[config.mk]
export PLATFORM = sky130hd
export DESIGN_NAME = psp_cordic_cell
export DESIGN_NICKNAME = d
export VERILOG_FILES = /design/src/rtl/psp_pkg.sv /design/src/rtl/psp_cordic_cell.sv
export SDC_FILE = /design/constraint.sdc
export NUM_CORES = 1
export LEC_CHECK = 0
export BUFFER_PORTS_ARGS = -buffer_cell sky130_fd_sc_hd__buf_2
export CORE_MARGIN = 5
export CORE_UTILIZATION = 43
export DETAILED_ROUTE_END_ITERATION = 16
export GPL_TIMING_DRIVEN = 0
export PLACE_DENSITY = 0.67
export SLEW_MARGIN = 15
export SYNTH_ARGS = -nofsm -noshare
export SYNTH_HDL_FRONTEND = slang
export SYNTH_SLANG_ARGS = --single-unit
[constraint.sdc]
create_clock -name clk_i -period 1.1 [get_ports clk_i]
set_clock_uncertainty 0.05 [all_clocks]
set_input_delay 0.055 -clock clk_i [delete_from_list [all_inputs] [get_ports clk_i]]
set_output_delay 0.055 -clock clk_i [all_outputs]
set_load 0.02 [all_outputs]
[src/rtl/psp_pkg.sv]
`timescale 1ns / 1ps

package psp_pkg;

  // datapath widths
  localparam int XW        = 34;  // cordic x / y, 2^-26 m
  localparam int ZW        = 25;  // cordic angle, 2^-16 degree
  localparam int LO_BITS   = 16;  // low half of a cordic value in the gain multiply
  localparam int OP_W      = XW - LO_BITS;
  localparam int GAIN_W    = 31;
  localparam int PROD_W    = OP_W + GAIN_W;
  localparam int ACC_W     = 64;
  localparam int OUT_SHIFT = 44;
  localparam int RW        = ACC_W - OUT_SHIFT;
  localparam int TABLE_LEN = 24;

  // turn constants, 1/256 degree
  localparam logic signed [17:0] HALF_TURN = 18'sd46080;
  localparam logic signed [17:0] FULL_TURN = 18'sd92160;

  // fine angle constants, 2^-16 degree
  localparam logic signed [ZW-1:0] QUARTER_FINE = 25'sd5898240;
  localparam logic signed [ZW-1:0] HALF_FINE    = 25'sd11796480;

  // cordic gain compensation in q30 and rounding bias
  localparam logic signed [GAIN_W-1:0] GAIN_Q30   = 31'sd652032874;
  localparam logic signed [ACC_W-1:0]  ROUND_BIAS = 64'sh0000_0800_0000_0000;

  // arctangent of 2^-i in 2^-16 degree
  localparam logic signed [ZW-1:0] ATAN_FINE [TABLE_LEN] = '{
    25'sd2949120, 25'sd1740967, 25'sd919879, 25'sd466945, 25'sd234379, 25'sd117304,
    25'sd58666,   25'sd29335,   25'sd14668,  25'sd7334,   25'sd3667,   25'sd1833,
    25'sd917,     25'sd458,     25'sd229,    25'sd115,    25'sd57,     25'sd29,
    25'sd14,      25'sd7,       25'sd4,      25'sd2,      25'sd1,      25'sd0
  };

  // vector handed from cell to cell
  typedef struct packed {
    logic signed [XW-1:0] x;
    logic signed [XW-1:0] y;
    logic signed [ZW-1:0] z;
  } rot_vec_t;

endpackage

[src/rtl/psp_cordic_cell.sv]
`timescale 1ns / 1ps

module psp_cordic_cell #(
  parameter int unsigned IDX = 0
) (
  input  logic               clk_i,
  input  logic               rst_ni,
  input  logic               valid_i,
  input  psp_pkg::rot_vec_t  vec_i,
  output logic               valid_o,
  output psp_pkg::rot_vec_t  vec_o
);

  logic signed [psp_pkg::XW-1:0] x_in;
  logic signed [psp_pkg::XW-1:0] y_in;
  logic signed [psp_pkg::ZW-1:0] z_in;
  psp_pkg::rot_vec_t             vec_d;
  psp_pkg::rot_vec_t             vec_q;
  logic                          valid_q;

  assign x_in = vec_i.x;
  assign y_in = vec_i.y;
  assign z_in = vec_i.z;

  // one micro-rotation toward zero residual angle
  always_comb begin
    if (z_in >= 0) begin
      vec_d.x = x_in - (y_in >>> IDX);
      vec_d.y = y_in + (x_in >>> IDX);
      vec_d.z = z_in - psp_pkg::ATAN_FINE[IDX];
    end else begin
      vec_d.x = x_in + (y_in >>> IDX);
      vec_d.y = y_in - (x_in >>> IDX);
      vec_d.z = z_in + psp_pkg::ATAN_FINE[IDX];
    end
  end

  // token marking the live vector
  always_ff @(posedge clk_i or negedge rst_ni) begin
    if (!rst_ni) begin
      valid_q <= 1'b0;
    end else begin
      valid_q <= valid_i;
    end
  end

  // vector register, passed on every cycle
  always_ff @(posedge clk_i) begin
    vec_q <= vec_d;
  end

  assign valid_o = valid_q;
  assign vec_o   = vec_q;

endmodule

Word-level counts from Yosys, hierarchy flattened
Cells that the tools add are included.
Storage, ports and cells
  input port bits: 96
  flip-flop bits (word level): 94
  word-level logic and storage cells: 11
  output and inout port bits: 94
Cells by class
  $add $sub $neg: 5
  $lt $le $gt $ge: 1
  multiplexer cells: 1
Operators with widths (count)
  $mux W93: 1
  $sub A34 B34 Y34: 2
  $add A34 B34 Y34: 1
  $add A25 B23 Y25 const B: 1
  $ge A25 B1 Y1 const B: 1
  $sub A25 B23 Y25 const B: 1

Logic depth before layout (Yosys ltp)
  word-level depth: 2
  mapped depth: 13
  depth with buffers taken out: 12

Worst setup path before layout
OpenSTA, ideal clock, no wires.
  path kind: input port to flip-flop
  start: in vec_i[25] in the netlist's numbering
  end: reg vec_q, in the netlist vec_o[55]
  arrival time: 2126 ps
  required time: 920 ps
  stages: 10
  buffers on the path: 0
  library setup time: 130 ps
  setup slack: -1206 ps
  cells stage by stage: ha_1 -> fa_1 -> a21oi_1 -> o41ai_2 -> o211ai_1 -> a21oi_1 -> or3_4 -> a32o_1 -> o21bai_1 -> xnor2_1
RTL lines
  start: declaration: line psp_cordic_cell.sv:9  | input psp_pkg::rot_vec_t vec_i,
  end signal: assignment: line psp_cordic_cell.sv:49  | vec_q <= vec_d;
  end: declaration: line psp_cordic_cell.sv:18  | psp_pkg::rot_vec_t vec_q;

==> metrics.cfg <==
[worst_setup_path]
worstPathMaxFanout = 3
end_kind = flip-flop
cp_num_buf_inv = 4
cp.arrival_ns = 2.47
critPathTopFamily = compound AO/OA/AOI/OAI gates
slowest_delay_ns = 0.42
path_cells = buf_12 > clkinvlp_4 > ha_4 > nor2b_4 > o211ai_1 > a21oi_2 > a21oi_4 > o41ai_4 > o211ai_1 > buf_4 > buf_6 > and2_4 > o211ai_1 > xnor2_1
critPathLaunchType = input port
critPathSlowestCell = o41ai_4
worstSetupPathType = input port to flip-flop
cp.required_ns = 1.28
crit_path_frequent_cell = o211ai_1

[routing]
postRouteAntennaNets = 0
route.vias.total = 9661
drtIter0Drc = 1175
drt-pass1-iter-count = 5
drt-total-wl_um = 34620
routedWlPerCell_um = 21.30
drt-vias-per-instance = 5.945
drc_errors = 0

[synthesis]
synth_area_leaders = dfxtp_1, ha_1, a21oi_1
synth_area_um2 = 8108
synth_common_cells = a21oi_1, inv_1, ha_1
synthAdderAreaFrac = 0.1750
synthXorXnorAreaFrac = 0.07346
synth.distinct_cells = 79
synth.area.mux_share = 0.01636
synth_area_leader_cell = dfxtp_1
ys_warn_count = 0
seq_area_frac_synth = 0.2302
synth-edff-count = 0
synth_flop_cell = dfxtp_1
synth_top_area_frac = 0.2272
synth_top_family_by_area = compound AO/OA/AOI/OAI gates
yosysMostFrequentCell = a21oi_1
async_reset_ff_frac = 0.01075
synth_compound_area_frac = 0.2801
synth-seq-cells = 93
netlist_instances = 1035
synth_nets = 1242
synth-simple-area-share = 0.1443
postSynthAreaPerCell_um2 = 7.834

[place]
dp_hpwl_um = 22590
port_buffers = 189
globalplace.congestion = 0.9601
placed_cell_area_um2 = 9778

[status]
violations = hold timing, setup timing
status = finished, violations left

[sta]
setup_violations = 66
worstMarginPinSlew_ns = 0.8676
worst_hold_slack_ns = -0.002010
finalHoldViolCount = 1
max_slew_margin = 0.4172
fin_ws_ns = -1.193
period_needed_ns = 2.293
rsz0062_at_grt = true
finalMaxSlewViolations = 0
clock.fmax_ghz = 0.4361
fin_crit_sh = 2.085

[layout]
final_area_um2 = 13340
nNetsFinal = 1593
area_growth_pct = 64.52
filler_cell_count = 1317
drive_gt1_frac = 0.4795
n_antenna_cell = 0

[global_routing]
grt_max_degree = 18
antenna_found_initial = 0
grt-ovfl-total = 0
grt_use_total = 0.2914
grt_pass1_wl_um = 50760
grt_pass1_vias = 9533

[die]
die_area_um2 = 21700
start_util = 0.4349
core_um2 = 18640
die-height_um = 147.3
dieWidth_um = 147.3
fp-row-count = 50
io_pins = 190

[clock_network]
clockBufferDepth = 2
clockRootBuffer = clkbuf_16
cts-htree-levels = 3
clkTransAtPathRegs_ns = 0.07
cts_buffers = 9
cts_sinks = 93
cts_tree = done

[pwr]
p_leak_uw = 0.006040
powerDensity_nw_per_um2 = 1208
ir_drop_uv = 833.5

[worst_hold_path]
hold_class = input port to flip-flop

[run]
cap_violations = 0

==> logic make-up (layout without fill, tap and decap cells) <==
logic type      count (synthesis)  in the layout
mux                            13             13
simple gates                  234            234
compound gates                354            354
buf+inv                       162            518
fa+ha+maj                     111            111
flops                          93             93
xor+xnor                       68             68
==> state kept, by name, indices dropped and copies added, names as in the netlist <==
signal and count:
vec_o 92, valid_o 1
==> layer usage <==
| layer | vias to the layer above | share of wire | track usage |
|---|---|---|---|
| li1 | 4322 | - | - |
| met1 | 4490 | 0.38 | 0.3559 |
| met4 | 0 | 0.058 | 0.1337 |
| met5 | - | 0 | 0 |
| met3 | 190 | 0.090 | 0.05460 |
| met2 | 659 | 0.47 | 0.4972 |
==> path summary, 6_finish.rpt <==
| check | from | to | slack (ns) | cells past startpoint |
|---|---|---|---|---|
| min | vec_i[17] | vec_o[17]$_DFF_P_ | -0.002 | 2 |
| max in group asynchronous | rst_ni | valid_o$_DFF_PN0_ | 0.44 | 3 |
| min in group asynchronous | rst_ni | valid_o$_DFF_PN0_ | 0.46 | 3 |
| max | vec_i[26] | vec_o[90]$_DFF_P_ | -1.19 | 14 |
==> placed cells by master (no fill, tap or decap), drive strengths merged, types with 13 or more instances in the layout <==
cell type,netlist,routed
a21o,20,20
a21oi,129,129
buf,26,343
clkbuf,22,32
dfxtp,92,92
dlygate4sd3,0,21
ha,107,107
inv,111,113
nand2,56,56
nand3,14,14
nor2,72,72
nor3,24,24
o211ai,13,13
o21ai,71,71
o21bai,30,30
xnor2,55,55
xor2,13,13
==> stage by stage <==
step,std cells,setup WS [ns],util,setup TNS [ns],total power [µW]
2_1_floorplan,1035,-1.098,-,-47.75,8262
3_3_place_gp,1458,-2.036,0.5245,-94.93,10190
3_5_place_dp,1458,-2.028,0.5245,-95.15,10220
4_1_cts,1601,-1.162,0.6743,-49.28,15220
5_1_grt,1625,-1.257,0.7155,-58.08,16770
6_report,1625,-1.193,0.7155,-54.72,16110
==> power by group <==
group / switching (µW) / total, µW / internal, µW
Clock: 1580 / 3390 / 1810
Combinational: 4880 / 8510 / 3620
Sequential: 164 / 4210 / 4050
Total: 6620 / 16100 / 9490
==> timing repair <==
item / CTS / global route
endpoints found under the setup margin: 73 / 71
setup buffers: 109 / 33
gates resized for setup: 344 / 129
hold buffers: 22 / 0
gates cloned: 0 / 1
hold endpoints to repair: 22 / 0
pin swaps: 155 / 121
==> area by class of cell <==
class / instances / area (µm²) / area share
clock inverter: 6 / 76.32 / 0.005722
tap: 234 / 292.8 / 0.02195
buffer: 44 / 411.6 / 0.03086
clock buffer: 10 / 229.0 / 0.01717
multi-input combinational: 780 / 7368 / 0.5524
sequential: 93 / 1867 / 0.1399
inverter: 114 / 505.5 / 0.03790
timing repair buffer: 344 / 2589 / 0.1941
(Power assumes the default switching activity.)
