## src/rtl/psp_pkg.sv

```systemverilog
`timescale 1ns / 1ps

package psp_pkg;

  // datapath widths
  localparam int XW        = 34;  // cordic x / y, 2^-26 m
  localparam int ZW        = 25;  // cordic angle, 2^-16 degree
  localparam int LO_BITS   = 16;  // low half of a cordic value in the gain multiply
  localparam int OP_W      = XW - LO_BITS;
  localparam int GAIN_W    = 31;
  localparam int PROD_W    = OP_W + GAIN_W;
  localparam int ACC_W     = 64;
  localparam int OUT_SHIFT = 44;
  localparam int RW        = ACC_W - OUT_SHIFT;
  localparam int TABLE_LEN = 24;

  // turn constants, 1/256 degree
  localparam logic signed [17:0] HALF_TURN = 18'sd46080;
  localparam logic signed [17:0] FULL_TURN = 18'sd92160;

  // fine angle constants, 2^-16 degree
  localparam logic signed [ZW-1:0] QUARTER_FINE = 25'sd5898240;
  localparam logic signed [ZW-1:0] HALF_FINE    = 25'sd11796480;

  // cordic gain compensation in q30 and rounding bias
  localparam logic signed [GAIN_W-1:0] GAIN_Q30   = 31'sd652032874;
  localparam logic signed [ACC_W-1:0]  ROUND_BIAS = 64'sh0000_0800_0000_0000;

  // arctangent of 2^-i in 2^-16 degree
  localparam logic signed [ZW-1:0] ATAN_FINE [TABLE_LEN] = '{
    25'sd2949120, 25'sd1740967, 25'sd919879, 25'sd466945, 25'sd234379, 25'sd117304,
    25'sd58666,   25'sd29335,   25'sd14668,  25'sd7334,   25'sd3667,   25'sd1833,
    25'sd917,     25'sd458,     25'sd229,    25'sd115,    25'sd57,     25'sd29,
    25'sd14,      25'sd7,       25'sd4,      25'sd2,      25'sd1,      25'sd0
  };

  // vector handed from cell to cell
  typedef struct packed {
    logic signed [XW-1:0] x;
    logic signed [XW-1:0] y;
    logic signed [ZW-1:0] z;
  } rot_vec_t;

endpackage

```

## src/rtl/psp_gain_mul.sv

```systemverilog
`timescale 1ns / 1ps

module psp_gain_mul (
  input  logic                          clk_i,
  input  logic                          rst_ni,
  input  logic                          start_i,
  input  logic signed [psp_pkg::XW-1:0] val_i,
  output logic                          done_o,
  output logic signed [psp_pkg::RW-1:0] res_o
);

  typedef enum logic [3:0] {
    G_IDLE = 4'b0001,
    G_LO   = 4'b0010,
    G_HI   = 4'b0100,
    G_RND  = 4'b1000
  } gstate_e;

  gstate_e                               state_q, state_d;
  logic signed [psp_pkg::XW-1:0]         val_q;
  logic signed [psp_pkg::ACC_W-1:0]      acc_q, acc_d;
  logic signed [psp_pkg::ACC_W-1:0]      rnd;
  logic signed [psp_pkg::OP_W-1:0]       op;
  logic signed [psp_pkg::PROD_W-1:0]     prod;
  logic signed [psp_pkg::RW-1:0]         res_q;
  logic                                  done_q;

  // operand select: unsigned low half first, then signed high half
  always_comb begin
    case (state_q)
      G_HI:    op = val_q[psp_pkg::XW-1:psp_pkg::LO_BITS];
      default: op = {{(psp_pkg::OP_W - psp_pkg::LO_BITS){1'b0}},
                     val_q[psp_pkg::LO_BITS-1:0]};
    endcase
  end

  assign prod = op * psp_pkg::GAIN_Q30;
  assign rnd  = acc_q + psp_pkg::ROUND_BIAS;

  // phase sequencer
  always_comb begin
    state_d = state_q;
    acc_d   = acc_q;
    case (state_q)
      G_IDLE: if (start_i) state_d = G_LO;
      G_LO: begin
        acc_d   = psp_pkg::ACC_W'(prod);
        state_d = G_HI;
      end
      G_HI: begin
        acc_d   = acc_q + (psp_pkg::ACC_W'(prod) <<< psp_pkg::LO_BITS);
        state_d = G_RND;
      end
      G_RND:   state_d = G_IDLE;
      default: state_d = G_IDLE;
    endcase
  end

  always_ff @(posedge clk_i or negedge rst_ni) begin
    if (!rst_ni) begin
      state_q <= G_IDLE;
      done_q  <= 1'b0;
    end else begin
      state_q <= state_d;
      done_q  <= (state_q == G_RND);
    end
  end

  // operand, accumulator and rounded result
  always_ff @(posedge clk_i) begin
    if (state_q == G_IDLE && start_i) begin
      val_q <= val_i;
    end
    acc_q <= acc_d;
    if (state_q == G_RND) begin
      res_q <= rnd[psp_pkg::ACC_W-1:psp_pkg::OUT_SHIFT];
    end
  end

  assign done_o = done_q;
  assign res_o  = res_q;

endmodule

```

## config.mk

```make
export PLATFORM = sky130hd
export DESIGN_NAME = psp_gain_mul
export DESIGN_NICKNAME = d
export VERILOG_FILES = /design/src/rtl/psp_pkg.sv /design/src/rtl/psp_gain_mul.sv
export SDC_FILE = /design/constraint.sdc
export NUM_CORES = 1
export LEC_CHECK = 0
export BUFFER_PORTS_ARGS = -buffer_cell sky130_fd_sc_hd__buf_4
export CORE_MARGIN = 8
export CORE_UTILIZATION = 50
export CTS_CLUSTER_SIZE = 12
export DETAILED_ROUTE_END_ITERATION = 7
export GPL_ROUTABILITY_DRIVEN = 0
export PLACE_DENSITY = 0.7
export SLEW_MARGIN = 20
export SYNTH_ARGS = -nofsm -noshare
export SYNTH_HDL_FRONTEND = slang
export SYNTH_SLANG_ARGS = --single-unit
```

## constraint.sdc

```tcl
create_clock -name clk_i -period 10.8 [get_ports clk_i]
set_input_delay 2.16 -clock clk_i [delete_from_list [all_inputs] [get_ports clk_i]]
set_output_delay 2.16 -clock clk_i [all_outputs]
set_load 0.05 [all_outputs]
```

After elaboration in Yosys (flattened, before gate mapping)
Cells that the tools add are included.
Word-level totals
  register bits: 123
  bits of input ports: 37
  output and inout bits: 21
  logic and storage cells: 19
Operators by class
  add/subtract/negate cells: 2
  multiply operators: 1
  eq/ne operators: 5
  multiplexer cells: 4
  reductions and logical operators: 2
Operators by type and width (number)
  case mux 64 bit (2 select lines): 1
  adder 64 x 45 -> 64 bit, second input constant: 1
  adder 64 bit: 1
  multiplier 18 x 30 -> 48 bit, second input constant: 1
  2-to-1 mux 18 bit: 1
  case mux 4 bit (3 select lines): 1
  equality test 4 x 1 -> 1 bit, second input constant: 1
  equality test 4 x 2 -> 1 bit, second input constant: 1
  equality test 4 x 3 -> 1 bit, second input constant: 1
  equality test 4 bit, second input constant: 1
  2-to-1 mux 4 bit: 1
  inequality test 2 bit, second input constant: 1
  nonzero test 2 bit: 1
  logical AND 1 bit: 1

Depth between registers and ports, before layout
Gate-level depths: netlist (run 1).
  depth after elaboration: 5
  depth in mapped cells: 40
  mapped depth without buffers: 35

Worst setup path after synthesis (run 1)
OpenSTA, ideal clock, no wires.
  path kind: reg-to-reg
  from: reg state_q[1]
  to: reg acc_q[61] (netlist name) (data pin)
  setup time: 269 ps
  arrival: 8936 ps
  data required time: 10531 ps
  setup slack: 1594 ps
  stages on the path, launching flop included: 39
  buffers on the path: 5
  period minus slack after synthesis: 9206 ps
  cells stage by stage: dfrtp_1 -> or4b_2 -> clkbuf_1 -> inv_1 -> clkbuf_1 -> clkbuf_1 -> nand2_1 -> nand2_1 -> fa_1 -> fa_1 -> inv_1 -> fa_1 -> inv_1 -> fa_1 -> fa_1 -> inv_1 -> fa_1 -> inv_1 -> [... 3 more ...] -> o21ai_1 -> a211oi_1 -> nor2_1 -> a221o_1 -> o211ai_1 -> and2b_1 -> xnor2_1 -> ha_1 -> clkbuf_1 -> a21oi_1 -> o21bai_1 -> a21o_1 -> a21o_1 -> a21o_1 -> a21o_1 -> a21o_1 -> nor3_1 -> nor3_1
On the way
  word-level cells in the longest chain between the ends: 5
  elaborated cells between the ends (all ways): 6
  classes of those cells: add/sub (1); mul (1); eq/ne (2); mux (2)
Ends and longest elaborated chain
  start: declaration: line psp_gain_mul.sv:19  | gstate_e state_q, state_d;
  start signal: assignment: line psp_gain_mul.sv:64  | state_q <= state_d;
  equality test 4 x 3 -> 1 bit: line psp_gain_mul.sv:30, psp_gain_mul.sv:44
  2-to-1 mux 18 bit: line psp_gain_mul.sv:30  | case (state_q)
  multiplier 18 x 30 -> 48 bit: line psp_gain_mul.sv:37  | assign prod = op * psp_pkg::GAIN_Q30;
  adder 64 bit: line psp_gain_mul.sv:51  | acc_d = acc_q + (psp_pkg::ACC_W'(prod) <<< psp_pkg::LO_BITS);
  case mux 64 bit (2 select lines) (*): line psp_gain_mul.sv:44  | case (state_q)
  named net acc_d (one bit): line psp_gain_mul.sv:21  | logic signed [psp_pkg::ACC_W-1:0] acc_q, acc_d;
  end signal: assignment: line psp_gain_mul.sv:74  | acc_q <= acc_d;
  end: declaration: line psp_gain_mul.sv:21
Mark *: on every way through the listed nets, which the timed path passes. The rest lies on a longest branch.
A chain may end at the register's enable or synchronous reset.

Worst setup path after layout (run 1)
  from: reg state_q[1]
  to: reg acc_q[56] (netlist name) (data pin)
The elaborated chain is that of the path after synthesis.

==> run_results.csv, run 1 <==
group,metric,value,unit
logic_synthesis,synth.area.top_cells,"fa_1 25%, edfxtp_1 18%, ha_1 18%",
die,initial_core_util,0.505,
timing,min_period,10260,ps
cts,clk_pin_slew,90,ps
setup_path,cpLargestDelayFamily,"adder cells",
logic_synthesis,netlist_area,16400,µm²
die,fp.coreArea,32500,µm²
drt,drt_iter0_drc,1073,
global_routing,overflow,0,
cts,worstSkewPairLatency,400,ps
timing,finalSetupViolCount,0,
placed_design,io_buffers,57,
die,num_rows,66,
logic_synthesis,yosysTopAreaCellShare,0.248,
logic_synthesis,synth_flop_cell,"edfxtp_1",
die,ios,58,
timing,rsz0062_at_grt,"no",
placed_design,hpwl,36800,µm
global_routing,antenna_found_initial,0,
logic_synthesis,synth_cells,1690,
global_routing,grt_pass1_wl,67200,µm
cts,ctsResizeCount,0,
timing,drv_slew,0,
global_routing,grt_usage,0.224,
logic_synthesis,synth_nets,2168,
drt,drc,0,
layout,antenna_cells,0,
logic_synthesis,synth_seq_cells,106,
logic_synthesis,synth_top_area_cell,"fa_1",
cts,cts_max_level,3,
timing,max_slew.worst_pin.slew,814,ps
run,cap_violations,0,
drt,via_per_inst,5.63,
setup_path,crit_path_start_kind,"flop",
timing,tns,0,ps
die,fp.dieArea,38900,µm²
global_routing,grt_max_degree,44,
drt,drt-total-wl,43200,µm
logic_synthesis,synth_edf_count,101,
layout,ff_latch_area,3160,µm²
setup_path,cp.arrival,10500,ps
layout,nets,2205,
timing,max_freq,97.5,MHz
timing,relSlewSlack,0.443,
cts,cts_setup_buffers,0,
setup_path,slowest_delay,800,ps
drt,drt-pass1-iter-count,5,
cts,clockRootBuffer,"clkbuf_16",
layout,multi_input_comb_area,11800,µm²
drt,wire_per_inst,19.9,µm
setup_path,path_class,"flop to flop",
die,die_y,197,µm
timing,hold_viol,0,
layout,fillers,2932,
outcome,status,"complete, no violations",
setup_path,crit_buf_inv,5,
min_path,hold_path.class,"flop to flop",
logic_synthesis,netlist-cell-type-count,70,
layout,drive_above_1_share,0.0658,
setup_path,slowest_stage,"or4b_4",
setup_path,cp.required,11040,ps
timing,skew,17.0,ps
timing,post-route-period-util,0.950,
setup_path,cpMostUsedCell,"a21oi_1",
cts,cts_buffers,9,
die,fp.dieW,197,µm
setup_path,reg2reg_slack,540,ps
logic_synthesis,async_reset_ff_frac,0.0472,
setup_path,cp-end-kind,"flop",
cts,tritoncts,"built",
drt,ant_nets,0,
layout,area_growth,7.35,%
cts,cts_hold_buf,0,
drt,route.vias.total,12200,
logic_synthesis,yosysSeqAreaShare,0.193,
setup_path,critPathMaxFanout,25,
logic_synthesis,yosysWarnings,0,
logic_synthesis,syn_avg_cell_area,9.71,µm²
cts,cts_buffer_depth,2,
cts,cts.sinks,106,
global_routing,grt_pass1_vias,12300,
## registers in the layout (all words and copies together), names as in the netlist
register,cells
val_q,34
res_o,20
acc_q,47
state_q,4
done_o,1
## routing by layer
metal,GRT usage,share of wire,up-vias
met5,0,0,-
met4,0.0750,0.026,0
met3,0.0395,0.061,58
met2,0.361,0.47,377
met1,0.302,0.45,6068
li1,-,-,5736
## logic make-up (layout without fill, tap and decap cells)
| logic type | count (synthesis) | after routing | share of synthesized area |
|---|---|---|---|
| buffers and inverters | 388 | 430 | 0.0894 |
| AOI/OAI and AO/OA | 330 | 330 | 0.136 |
| xor gates and xnor gates | 91 | 91 | 0.0486 |
| DFF | 106 | 106 | 0.193 |
| muxes | 21 | 21 | 0.0134 |
| and+or+nand+nor | 313 | 313 | 0.0912 |
| adders and majority gates | 441 | 441 | 0.429 |
## final timing paths
kind                       depth (start not counted)          to       start
max                                               31   acc_q[56]  state_q[1]
min                                                1  state_q[1]  state_q[3]
max reg2reg                                       31   acc_q[56]  state_q[1]
min reg2reg                                        1  state_q[1]  state_q[3]
max in group asynchronous                          1  state_q[0]      rst_ni
min in group asynchronous                          1  state_q[3]      rst_ni
## cells in the mapped netlist, types with 7 or more instances
library cell    n
nand3_1        30
o21bai_1       14
a21o_1         62
fa_1          203
a31oi_1        11
xor2_1         33
clkbuf_1       32
o211ai_1       15
nand2_1       108
edfxtp_1      101
xnor2_1        58
a21oi_1        85
mux2i_1        13
o21a_1         17
and3_1          8
o21ai_0        53
ha_1          238
nor2_1         77
nor3_1         21
a211oi_1       13
nand4_1        20
inv_1         351
a221o_1         7
mux2_2          8
## cell type report
class                      instances  area share
inverter                         351      0.0748
timing repair buffer              63      0.0269
multi-input combinational       1196       0.670
clock inverter                     7     0.00476
tap                              442      0.0314
clock buffer                       9      0.0128
sequential                       106       0.179
## cells in the final DEF (no fill, tap or decap), types with 13 or more instances in the layout
cell and count:
inv_1 351, ha_1 238, fa_1 203, nand2_1 108
edfxtp_1 101, a21oi_1 85, nor2_1 77, buf_4 63
a21o_1 62, xnor2_1 58, o21ai_0 53, xor2_1 33
nand3_1 30, nor3_1 21, nand4_1 20, o21a_1 17
o211ai_1 15, o21bai_1 14, a211oi_1 13
## per-stage QoR
step           setup slack (ps)  instance area (µm²)  utilization  hold WS, ps  instances
4_1_cts                     425                17600        0.542          557       2174
3_3_place_gp                636                17300        0.533          508       2158
6_report                    540                17600        0.543          556       2174
3_5_place_dp                452                17300        0.533          537       2158
2_1_floorplan              1590                16400            -          460       1690
5_1_grt                    43.6                17600        0.543          576       2174
Power of run 1 is not shown: default switching activity piles up to over one toggle a cycle in this logic, so the estimate is an artifact.
==> inputs of run 2 (changes only) <==
--- a/config.mk
+++ b/config.mk
@@ -11,7 +11,8 @@
 export CTS_CLUSTER_SIZE = 12
 export DETAILED_ROUTE_END_ITERATION = 7
 export GPL_ROUTABILITY_DRIVEN = 0
-export PLACE_DENSITY = 0.7
+export PLACE_DENSITY_LB_ADDON = 0.3
+export RECOVER_POWER = 100
 export SLEW_MARGIN = 20
 export SYNTH_ARGS = -nofsm -noshare
 export SYNTH_HDL_FRONTEND = slang
==> run 2 against run 1 <==
  * Global-route usage about the same
  * Critical endpoint is now acc_q[62]
  * Worst hold slack worse by 52 ps
  * Core utilization down 0.46 points
  * Final cell count about the same
  * First-iteration DRC count down 6.1%
  * Sequential cell count unchanged
  * Fmax down 0.37%
  * Via count down 0.37%
  * Critical path depth down 2
  * Cell area down 0.84%
  * The flow now finishes with violations (max-capacitance violations, max-slew violations)
  * Die area unchanged
==> run_results.csv, run 2 (synthesized netlist as in run 1, its figures left out) <==
group,metric,value,unit
timing,drv_slew,87,
timing,finalSetupViolCount,0,
global_routing,grt_pass1_wl,66900,µm
global_routing,grt_pass1_vias,12400,
die,ios,58,
layout,fillers,2950,
timing,skew,18.5,ps
timing,relSlewSlack,-0.378,
layout,drive_above_1_share,0.0456,
setup_path,cp.required,11040,ps
timing,max_freq,97.1,MHz
die,initial_core_util,0.505,
global_routing,overflow,0,
timing,post-route-period-util,0.953,
setup_path,rr_worst_depth,29,
cts,clk_pin_slew,80,ps
cts,clockRootBuffer,"clkbuf_16",
setup_path,critPathMaxFanout,23,
die,fp.dieArea,38900,µm²
min_path,hold_path.class,"flop to flop",
cts,cts_hold_buf,0,
drt,drt-total-wl,42900,µm
drt,wire_per_inst,19.7,µm
die,fp.coreArea,32500,µm²
setup_path,slowest_delay,790,ps
global_routing,gr-usage-met1,0.301,
cts,cts_buffers,9,
drt,drt_iter0_drc,1008,
setup_path,path_class,"flop to flop",
layout,largest_register_ffs,47,
die,fp.dieW,197,µm
layout,top_register,"acc_q",
global_routing,antenna_found_initial,0,
setup_path,cp-end-kind,"flop",
die,num_rows,66,
setup_path,crit_buf_inv,5,
layout,antenna_cells,0,
placed_design,hpwl,36900,µm
drt,drt-pass1-iter-count,5,
timing,max_slew.worst_pin.slew,2070,ps
cts,cts_max_level,3,
global_routing,grt.met2_usage,0.358,
drt,ant_nets,0,
cts,cts_setup_buffers,0,
layout,final_core_util,0.538,
global_routing,met3_usage,0.0508,
layout,final_common_cell,"inv_1",
cts,cts_buffer_depth,2,
outcome,status,"finished with violations",
outcome,violations,"max-capacitance violations, max-slew violations",
cts,ctsResizeCount,0,
cts,tritoncts,"built",
setup_path,crit_path_start_kind,"flop",
run,cap_violations,3,
setup_path,cp.arrival,10530,ps
placed_design,io_buffers,57,
global_routing,grt_usage,0.224,
timing,tns,0,ps
timing,min_period,10300,ps
timing,whs,505,ps
die,die_y,197,µm
setup_path,cpLargestDelayFamily,"adder cells",
timing,rsz0062_at_grt,"no",
cts,cts.sinks,106,
cts,worstSkewPairLatency,390,ps
min_path,hold-path-cell-count,1,
global_routing,grt_max_degree,46,
setup_path,cp.depth,29,
layout,most-common-layout-cells,"351 x inv_1, 238 x ha_1, 203 x fa_1",
timing,hold_viol,0,
drt,route.vias.total,12200,
global_routing,top_usage_layer,"met2",
layout,nets,2204,
layout,area_growth,6.45,%
setup_path,slowest_stage,"or4b_4",
drt,via_per_inst,5.61,
drt,drc,0,
-- run 2: cell types whose count changed in the layout (fill, tap and decap cells not counted), moves of 2 or more --
cell / previous run / this run
inv_8: 3 / 1
nor4b_1: 2 / 4
clkbuf_4: 0 / 35
clkbuf_1: 0 / 26
buf_4: 63 / 2
-- run 2: cell type report --
class / instances / area [µm²] / area share
clock buffer: 10 / 229 / 0.0131
clock inverter: 6 / 83.8 / 0.00480
inverter: 351 / 1320 / 0.0755
multi-input combinational: 1196 / 11700 / 0.673
sequential: 106 / 3160 / 0.181
tap: 442 / 553 / 0.0317
timing repair buffer: 62 / 372 / 0.0213
-- run 2: worst paths after layout --
kind / endpoint / start / slack, ps
min reg2reg: state_q[1] / state_q[2] / 500
min: state_q[1] / state_q[2] / 500
max in group asynchronous: state_q[0] / rst_ni / 8910
max: acc_q[62] / state_q[1] / 500
min in group asynchronous: done_o / rst_ni / 1610
max reg2reg: acc_q[62] / state_q[1] / 500
-- run 2: routing by layer --
metal	vias to the layer above	wire (µm)
met3	59	3330
met4	0	1180
met2	447	19800
met1	5959	18600
met5	-	0
li1	5729	-
-- run 2: per-stage QoR --
stage / area [µm²] / setup WS (ps) / std cells
after floorplan: 16400 / 1590 / 1690
after global placement: 17300 / 765 / 2157
after global routing: 17500 / 21.2 / 2173
after detailed placement: 17300 / 729 / 2157
final: 17500 / 502 / 2173
after CTS: 17600 / 685 / 2173
-- run 2: worst register-to-register path: cells and delay by family, from the launching register on --
kind,cells,cell delay (ps)
flops,1,420
simple gates,3,1220
buf+inv,5,570
mux,2,900
fa+ha+maj,8,4060
compound gates,10,2750
xor+xnor,1,210
Power of run 2 is left out for the same reason.
